--- src/rtl/core/llie_pkg.sv ---
// shared types, constants and helpers for the linked list insert engine
// no dependencies; used by llie_node_mem and linked_list_insert_engine
package llie_pkg;

	localparam int CAPACITY    = 32;
	localparam int VALUE_WIDTH = 32;
	localparam int PORT_W      = 32;
	localparam int COUNT_W     = 6;
	localparam int IDX_W       = (CAPACITY > 1) ? $clog2(CAPACITY) : 1;
	localparam int CNT_W       = $clog2(CAPACITY + 1);

	localparam logic [1:0] CMD_TAIL  = 2'd0;
	localparam logic [1:0] CMD_HEAD  = 2'd1;
	localparam logic [1:0] CMD_AFTER = 2'd2;
	localparam logic [1:0] CMD_READ  = 2'd3;

	localparam logic [1:0] STS_OK        = 2'd0;
	localparam logic [1:0] STS_NOT_FOUND = 2'd1;
	localparam logic [1:0] STS_FULL      = 2'd2;
	localparam logic [1:0] STS_EMPTY     = 2'd3;

	typedef logic [VALUE_WIDTH-1:0] value_t;
	typedef logic [IDX_W-1:0]       idx_t;
	typedef logic [CNT_W-1:0]       cnt_t;

	// write side of the node pool
	typedef struct packed {
		logic   val_we;
		idx_t   val_addr;
		value_t val_data;
		logic   link_we;
		idx_t   link_addr;
		idx_t   link_data;
	} mem_wr_t;

	// port value into stored form
	function automatic value_t to_stored(input logic [PORT_W-1:0] x);
		logic [63:0] ext;
		ext = {{(64 - PORT_W){x[PORT_W-1]}}, x};
		return ext[VALUE_WIDTH-1:0];
	endfunction

	// stored form back to port width, sign extended
	function automatic logic [PORT_W-1:0] from_stored(input value_t v);
		logic [63:0] ext;
		ext = {{(64 - VALUE_WIDTH){v[VALUE_WIDTH-1]}}, v};
		return ext[PORT_W-1:0];
	endfunction

endpackage

--- src/rtl/core/llie_node_mem.sv ---
// node pool: value and link arrays, one write port each, one registered read
// depends on llie_pkg
module llie_node_mem (
	input  logic                clk,
	input  llie_pkg::mem_wr_t   wr,
	input  logic                rd_en,
	input  llie_pkg::idx_t      rd_addr,
	output llie_pkg::value_t    rd_value,
	output llie_pkg::idx_t      rd_link
);

	llie_pkg::value_t val_mem  [llie_pkg::CAPACITY];
	llie_pkg::idx_t   link_mem [llie_pkg::CAPACITY];

	always_ff @(posedge clk) begin
		if (wr.val_we) begin
			val_mem[wr.val_addr] <= wr.val_data;
		end
		if (wr.link_we) begin
			link_mem[wr.link_addr] <= wr.link_data;
		end
	end

	always_ff @(posedge clk) begin
		if (rd_en) begin
			rd_value <= val_mem[rd_addr];
			rd_link  <= link_mem[rd_addr];
		end
	end

endmodule

--- src/rtl/core/linked_list_insert_engine.sv ---
// top level of the linked list insert engine: command sequencer and walker
// depends on llie_pkg and llie_node_mem
//
// A command transaction is taken when start is high and busy is low; busy is
// high only while a command walks the list or links a new node, and falls as
// its last result is shown. Results appear on status, element, element_count
// and last for exactly one cycle, marked by result_valid, and cannot be held
// off by the receiver, so the consumer must take every result in the cycle
// it is shown. Inserts at the head, and the very first insert, register their
// result as they are taken; insert at tail goes through the link state first.
// Insert after target and read list walk the list one node per cycle through
// the single read port of the node pool: a read gives one result per node, an
// insert after a match writes the new node, then links it in the link state.
// Nodes are never freed; once the pool is full every insert answers with the
// full status, save an insert after a missed target, which answers not found.
module linked_list_insert_engine (
	input  logic                             clk,
	input  logic                             arst_n,
	input  logic                             start,
	output logic                             busy,
	input  logic [1:0]                       command,
	input  logic signed [llie_pkg::PORT_W-1:0] value,
	input  logic signed [llie_pkg::PORT_W-1:0] target,
	output logic                             result_valid,
	output logic [1:0]                       status,
	output logic signed [llie_pkg::PORT_W-1:0] element,
	output logic [llie_pkg::COUNT_W-1:0]     element_count,
	output logic                             last
);

	localparam logic [1:0] ST_IDLE = 2'd0;
	localparam logic [1:0] ST_WALK = 2'd1;
	localparam logic [1:0] ST_LINK = 2'd2;

	logic [1:0]        state_q;
	logic [1:0]        cmd_q;
	llie_pkg::value_t  value_q;
	llie_pkg::value_t  target_q;
	llie_pkg::idx_t    head_q;
	llie_pkg::idx_t    tail_q;
	llie_pkg::cnt_t    total_q;
	llie_pkg::idx_t    cur_q;        // node whose data is on the read port
	llie_pkg::cnt_t    step_q;       // position of that node in the walk
	llie_pkg::idx_t    link_addr_q;  // node whose link gets the new node

	logic                      res_valid_q;
	logic [1:0]                res_status_q;
	logic [llie_pkg::PORT_W-1:0] res_element_q;
	logic [llie_pkg::COUNT_W-1:0] res_count_q;
	logic                      res_last_q;

	llie_pkg::mem_wr_t mem_wr;
	logic              rd_en;
	llie_pkg::idx_t    rd_addr;
	llie_pkg::value_t  rd_value;
	llie_pkg::idx_t    rd_link;

	llie_pkg::idx_t    new_idx;
	llie_pkg::cnt_t    total_inc;
	logic              pool_full;
	logic              list_empty;
	logic              walk_last;
	logic              walk_hit;
	logic              accept;

	llie_node_mem u_node_mem (
		.clk      (clk),
		.wr       (mem_wr),
		.rd_en    (rd_en),
		.rd_addr  (rd_addr),
		.rd_value (rd_value),
		.rd_link  (rd_link)
	);

	// next free node is always the node count
	assign new_idx    = total_q[llie_pkg::IDX_W-1:0];
	assign total_inc  = total_q + 1'b1;
	assign pool_full  = (total_q == llie_pkg::CNT_W'(llie_pkg::CAPACITY));
	assign list_empty = (total_q == '0);
	assign walk_last  = ((step_q + 1'b1) == total_q);
	// the one compare unit, reused for every node of a search
	assign walk_hit   = (rd_value == target_q);
	assign accept     = start && (state_q == ST_IDLE);
	assign busy       = (state_q != ST_IDLE);

	// memory control
	always_comb begin
		mem_wr  = '0;
		rd_en   = 1'b0;
		rd_addr = head_q;
		case (state_q)
			ST_IDLE: begin
				if (start) begin
					case (command)
						llie_pkg::CMD_READ, llie_pkg::CMD_AFTER: begin
							rd_en   = !list_empty;
							rd_addr = head_q;
						end
						default: begin
							// new node: value plus its own link, written together
							if (!pool_full) begin
								mem_wr.val_we    = 1'b1;
								mem_wr.val_addr  = new_idx;
								mem_wr.val_data  = llie_pkg::to_stored(value);
								mem_wr.link_we   = 1'b1;
								mem_wr.link_addr = new_idx;
								mem_wr.link_data = (command == llie_pkg::CMD_HEAD) ?
									head_q : '0;
							end
						end
					endcase
				end
			end
			ST_WALK: begin
				if (cmd_q == llie_pkg::CMD_AFTER && walk_hit) begin
					// new node inherits the link of the matched node
					if (!pool_full) begin
						mem_wr.val_we    = 1'b1;
						mem_wr.val_addr  = new_idx;
						mem_wr.val_data  = value_q;
						mem_wr.link_we   = 1'b1;
						mem_wr.link_addr = new_idx;
						mem_wr.link_data = rd_link;
					end
				end else if (!walk_last) begin
					rd_en   = 1'b1;
					rd_addr = rd_link;
				end
			end
			ST_LINK: begin
				mem_wr.link_we   = 1'b1;
				mem_wr.link_addr = link_addr_q;
				mem_wr.link_data = new_idx;
			end
			default: begin
			end
		endcase
	end

	// sequencer
	always_ff @(posedge clk or negedge arst_n) begin
		if (!arst_n) begin
			state_q       <= ST_IDLE;
			cmd_q         <= llie_pkg::CMD_TAIL;
			value_q       <= '0;
			target_q      <= '0;
			head_q        <= '0;
			tail_q        <= '0;
			total_q       <= '0;
			cur_q         <= '0;
			step_q        <= '0;
			link_addr_q   <= '0;
			res_valid_q   <= 1'b0;
			res_status_q  <= llie_pkg::STS_OK;
			res_element_q <= '0;
			res_count_q   <= '0;
			res_last_q    <= 1'b0;
		end else begin
			res_valid_q <= 1'b0;
			case (state_q)
				ST_IDLE: begin
					if (accept) begin
						cmd_q    <= command;
						value_q  <= llie_pkg::to_stored(value);
						target_q <= llie_pkg::to_stored(target);
						cur_q    <= head_q;
						step_q   <= '0;
						case (command)
							llie_pkg::CMD_READ, llie_pkg::CMD_AFTER: begin
								if (list_empty) begin
									res_valid_q   <= 1'b1;
									res_status_q  <= (command == llie_pkg::CMD_READ) ?
										llie_pkg::STS_EMPTY : llie_pkg::STS_NOT_FOUND;
									res_element_q <= '0;
									res_count_q   <= llie_pkg::COUNT_W'(total_q);
									res_last_q    <= 1'b1;
								end else begin
									state_q <= ST_WALK;
								end
							end
							default: begin
								if (pool_full) begin
									res_valid_q   <= 1'b1;
									res_status_q  <= llie_pkg::STS_FULL;
									res_element_q <= '0;
									res_count_q   <= llie_pkg::COUNT_W'(total_q);
									res_last_q    <= 1'b1;
								end else if (list_empty || command == llie_pkg::CMD_HEAD) begin
									// head insert, or first node of the list
									head_q        <= new_idx;
									if (list_empty) begin
										tail_q <= new_idx;
									end
									total_q       <= total_inc;
									res_valid_q   <= 1'b1;
									res_status_q  <= llie_pkg::STS_OK;
									res_element_q <= '0;
									res_count_q   <= llie_pkg::COUNT_W'(total_inc);
									res_last_q    <= 1'b1;
								end else begin
									// tail insert: old tail still needs its link
									link_addr_q <= tail_q;
									state_q     <= ST_LINK;
								end
							end
						endcase
					end
				end
				ST_WALK: begin
					if (cmd_q == llie_pkg::CMD_READ) begin
						res_valid_q   <= 1'b1;
						res_status_q  <= llie_pkg::STS_OK;
						res_element_q <= llie_pkg::from_stored(rd_value);
						res_count_q   <= llie_pkg::COUNT_W'(total_q);
						res_last_q    <= walk_last;
						if (walk_last) begin
							state_q <= ST_IDLE;
						end else begin
							cur_q  <= rd_link;
							step_q <= step_q + 1'b1;
						end
					end else if (walk_hit) begin
						if (pool_full) begin
							res_valid_q   <= 1'b1;
							res_status_q  <= llie_pkg::STS_FULL;
							res_element_q <= '0;
							res_count_q   <= llie_pkg::COUNT_W'(total_q);
							res_last_q    <= 1'b1;
							state_q       <= ST_IDLE;
						end else begin
							link_addr_q <= cur_q;
							state_q     <= ST_LINK;
						end
					end else if (walk_last) begin
						res_valid_q   <= 1'b1;
						res_status_q  <= llie_pkg::STS_NOT_FOUND;
						res_element_q <= '0;
						res_count_q   <= llie_pkg::COUNT_W'(total_q);
						res_last_q    <= 1'b1;
						state_q       <= ST_IDLE;
					end else begin
						cur_q  <= rd_link;
						step_q <= step_q + 1'b1;
					end
				end
				ST_LINK: begin
					// splicing after the tail moves the tail
					if (link_addr_q == tail_q) begin
						tail_q <= new_idx;
					end
					total_q       <= total_inc;
					res_valid_q   <= 1'b1;
					res_status_q  <= llie_pkg::STS_OK;
					res_element_q <= '0;
					res_count_q   <= llie_pkg::COUNT_W'(total_inc);
					res_last_q    <= 1'b1;
					state_q       <= ST_IDLE;
				end
				default: begin
					state_q <= ST_IDLE;
				end
			endcase
		end
	end

	assign result_valid  = res_valid_q;
	assign status        = res_status_q;
	assign element       = res_element_q;
	assign element_count = res_count_q;
	assign last          = res_last_q;

endmodule

--- config.mk ---
export PLATFORM = sky130hd
export DESIGN_NAME = linked_list_insert_engine
export DESIGN_NICKNAME = d
export VERILOG_FILES = /design/src/rtl/core/llie_pkg.sv /design/src/rtl/core/llie_node_mem.sv /design/src/rtl/core/linked_list_insert_engine.sv
export SDC_FILE = /design/constraint.sdc
export NUM_CORES = 2
export LEC_CHECK = 0
export ABC_CLOCK_PERIOD_IN_PS = 9480
export BUFFER_PORTS_ARGS = -buffer_cell sky130_fd_sc_hd__buf_2
export CAP_MARGIN = 20
export CORE_ASPECT_RATIO = 0.8
export CORE_UTILIZATION = 35
export CTS_BUF_LIST = sky130_fd_sc_hd__clkbuf_16
export DETAILED_ROUTE_END_ITERATION = 10
export GPL_TIMING_DRIVEN = 0
export SLEW_MARGIN = 20
export SYNTH_ARGS = -nofsm -noshare
export SYNTH_HDL_FRONTEND = slang
export SYNTH_SLANG_ARGS = --single-unit
--- constraint.sdc ---
create_clock -name clk -period 9.48 [get_ports clk]
set_input_delay 0.948 -clock clk [delete_from_list [all_inputs] [get_ports clk]]
set_output_delay 0.948 -clock clk [all_outputs]
set_load 0.02 [all_outputs]
==> flow_summary.ini <==
[cells_and_area]
drive_above_1_share = 0.1602
fill_cells = 16740
register_area_mm2 = 0.04022
fin_cells = 7996
nNetsFinal = 5532
multi_input_area_mm2 = 0.02255
areaGrowthSynthToFinish_pct = 16.45

[die]
fp.coreArea_mm2 = 0.1827
io_pins = 112
dieArea_mm2 = 0.1865
start_util = 0.3539
die_w_um = 482.5
row_count = 140
fp.dieH_um = 386.4

[timing]
timing.final.ws_setup_ns = 3.021
setup_viol = 0
fin_crit_ns = 6.459
max_freq_mhz = 154.8
drv_slew = 0
final-hold-violation-count = 0
worst_pin_slew_ns = 1.301
rsz0062_at_grt = false
tns_ns = 0
fin_worst_skew_ns = 0.03672
slew-limit-headroom = 0.1234
period_share = 0.6814

[drt]
num_vias = 50000
wire_per_inst_um = 29.98
drt_iter0_markers = 7836
routed_wl_um = 239700
ant_nets = 0
via_per_inst = 6.254
drc = 0
first_pass_iters = 8

[critical_path]
cp_slowest_cell = o41ai_2
path_cells = xor2_1 -> nor4_1 -> nand4_1 -> or3_1 -> buf_2 -> buf_2 -> clkbuf_1 -> buf_1 -> nand3_1 -> a22oi_1 -> o41ai_2 -> nand2_1 -> nor3_2
cp_num_buf_inv = 4
r2r-end = u_node_mem.rd_value[6]
r2r-start = u_node_mem.rd_value[3]
r2r_slack_ns = 3.02
cp_max_fo = 10
critPathCapture = u_node_mem.rd_value[6]
crit_family = simple AND/OR/NAND/NOR gates
cp.required_ns = 9.98
worstSetupPathType = flip-flop to flip-flop
startpoint_type = flip-flop
crit_path_frequent_cell = buf_2
cp_slowest_stage_delay_ns = 1.16
end_kind = flip-flop
critical_path_arrival_ns = 6.96
r2r_cells = 13
crit_start = u_node_mem.rd_value[3]
path_depth = 13

[logic_synthesis]
synth-async-reset-ratio = 0.1042
ys_types = 69
synthCells = 5029
postSynthAreaPerCell_um2 = 12.86
synth-edff-count = 1221
synth_top_area_frac = 0.5671
synth.most_common_cell = edfxtp_1
synth_area_leaders = edfxtp_1 (57%), mux2i_1 (9.3%), dfrtp_1 (5.5%)
yosysSeqAreaShare = 0.6221
syn-num-nets = 5106
yosysWarnings = 0
ys_top_cells_by_count = edfxtp_1 (1221), o21ai_0 (624), nand3_1 (606), mux2i_1 (603), a22oi_1 (376)
synth_top_area_cell = edfxtp_1
ys_seq_elements = 1363
synth_ff_type = edfxtp_1
netlist_area_mm2 = 0.06465

[grt]
antenna_found_initial = 17
grt_max_degree = 78
grt_pass1_wl_um = 336000
grt.overflow.total = 0
first_global_vias = 46140
grtUsageTotal = 0.2495

[placed_design]
post-dp-hpwl_um = 175800
dp_slack_ns = 2.901
placed_cells = 7721
place_congestion = 0.9533
port_buffers = 111

[clocking]
insertion_delay_ns = 0.80
ctsLongestPathBuffers = 3
path_clk_slew_ns = 0.07
cts_resized = 0
tritoncts = done
cts.sinks = 1363
h-tree-depth = 4
hold_buffers = 0
postCtsSetupBuffers = 0
cts-buffers-inserted = 146
root_buffer = clkbuf_16

[run_status]
status = finished, final reports clean

[power]
p_per_area_mw_per_mm2 = 312.9
power.leakage_uw = 0.02607
max-vdd-ir-drop_uv = 218.6

[flow_run]
drv_cap = 0

[hold_path]
hold_path_class = input pin to async pin
sequential cells by signal, summed over array words and instances, names as in the netlist:
signal               flops
u_node_mem.val_mem    1024
u_node_mem.link_mem    160
element                 32
target_q                32
u_node_mem.rd_value     32
value_q                 32
element_count            6
step_q                   6
total_q                  6
cur_q                    5
head_q                   5
link_addr_q              5
tail_q                   5
u_node_mem.rd_link       5
cmd_q                    2
state_q                  2
status                   2
last                     1
result_valid             1
metrics by stage:
step           hold WS (ns)  total power [uW]  utilization  cell area [um^2]
5_1_grt              0.1171             24220       0.4120             75280
3_5_place_dp         0.4582             17470       0.3861             70550
3_3_place_gp         0.4538             17200       0.3735             68230
2_1_floorplan        0.4496             13410            -             64650
6_report            0.09016             23550       0.4121             75290
4_1_cts             0.09281             23120       0.4118             75240
cell type report:
cell class / instances / area share
Buffer: 510 / 0.02925
Clock inverter: 116 / 0.01216
Clock buffer: 151 / 0.05019
Multi-Input combinational cell: 3141 / 0.2995
Inverter: 15 / 0.0007478
Tap cell: 2414 / 0.04012
Timing Repair Buffer: 278 / 0.03354
Antenna cell: 8 / 0.0002659
Sequential cell: 1363 / 0.5342
power by group:
| part | switching [uW] | internal, uW |
|---|---|---|
| Combinational | 7220 | 3090 |
| Sequential | 315 | 7230 |
| Clock | 2480 | 3230 |
| Total | 10000 | 13500 |
cell usage in the layout, fill, tap and decap left out, drive strengths merged, types with 12 or more instances in the layout:
| cell type | n |
|---|---|
| a22oi | 376 |
| a22o | 39 |
| edfxtp | 1221 |
| clkinv | 63 |
| xor2 | 36 |
| nand2 | 156 |
| nor2 | 59 |
| bufinv | 12 |
| dfrtp | 142 |
| a311oi | 75 |
| a32oi | 80 |
| mux2i | 603 |
| mux2 | 71 |
| nor3 | 72 |
| o41ai | 74 |
| inv | 50 |
| buf | 452 |
| o21ai | 631 |
| a21oi | 28 |
| a41oi | 38 |
| clkbuf | 487 |
| o22ai | 38 |
| nand3 | 645 |
routing by layer:
layer	GRT usage	wire, um	vias to the layer above
met3	0.08498	33760	442
met1	0.3660	100600	25270
met2	0.3367	96470	3439
met4	0.08754	8842	8
li1	-	-	20850
met5	0	43	-
how the worst min path moves through the flow:
stage	from	to	slack (ns)	cells after the start
after floorplan	cur_q[0]	cur_q[0]	0.45	2
after global placement	element[20]	element[20]	0.45	2
after detailed placement	element[2]	element[2]	0.46	2
after CTS	arst_n	element[18]	0.09	1
after global routing	arst_n	element[18]	0.12	1
final	arst_n	element[18]	0.09	1
cells by family (layout without fill, tap and decap cells):
kind of cell | Yosys count | count (layout) | share of synthesized area
DFF | 1363 | 1363 | 0.6221
xor gates and xnor gates | 47 | 47 | 0.006367
adders and majority gates | 8 | 8 | 0.001548
and+or+nand+nor | 996 | 996 | 0.08097
AOI/OAI and AO/OA | 1416 | 1416 | 0.1485
muxes | 674 | 674 | 0.1057
buffers and inverters | 525 | 1070 | 0.03487
other | 0 | 8 | 0
Power figures use the tool's default switching activity.
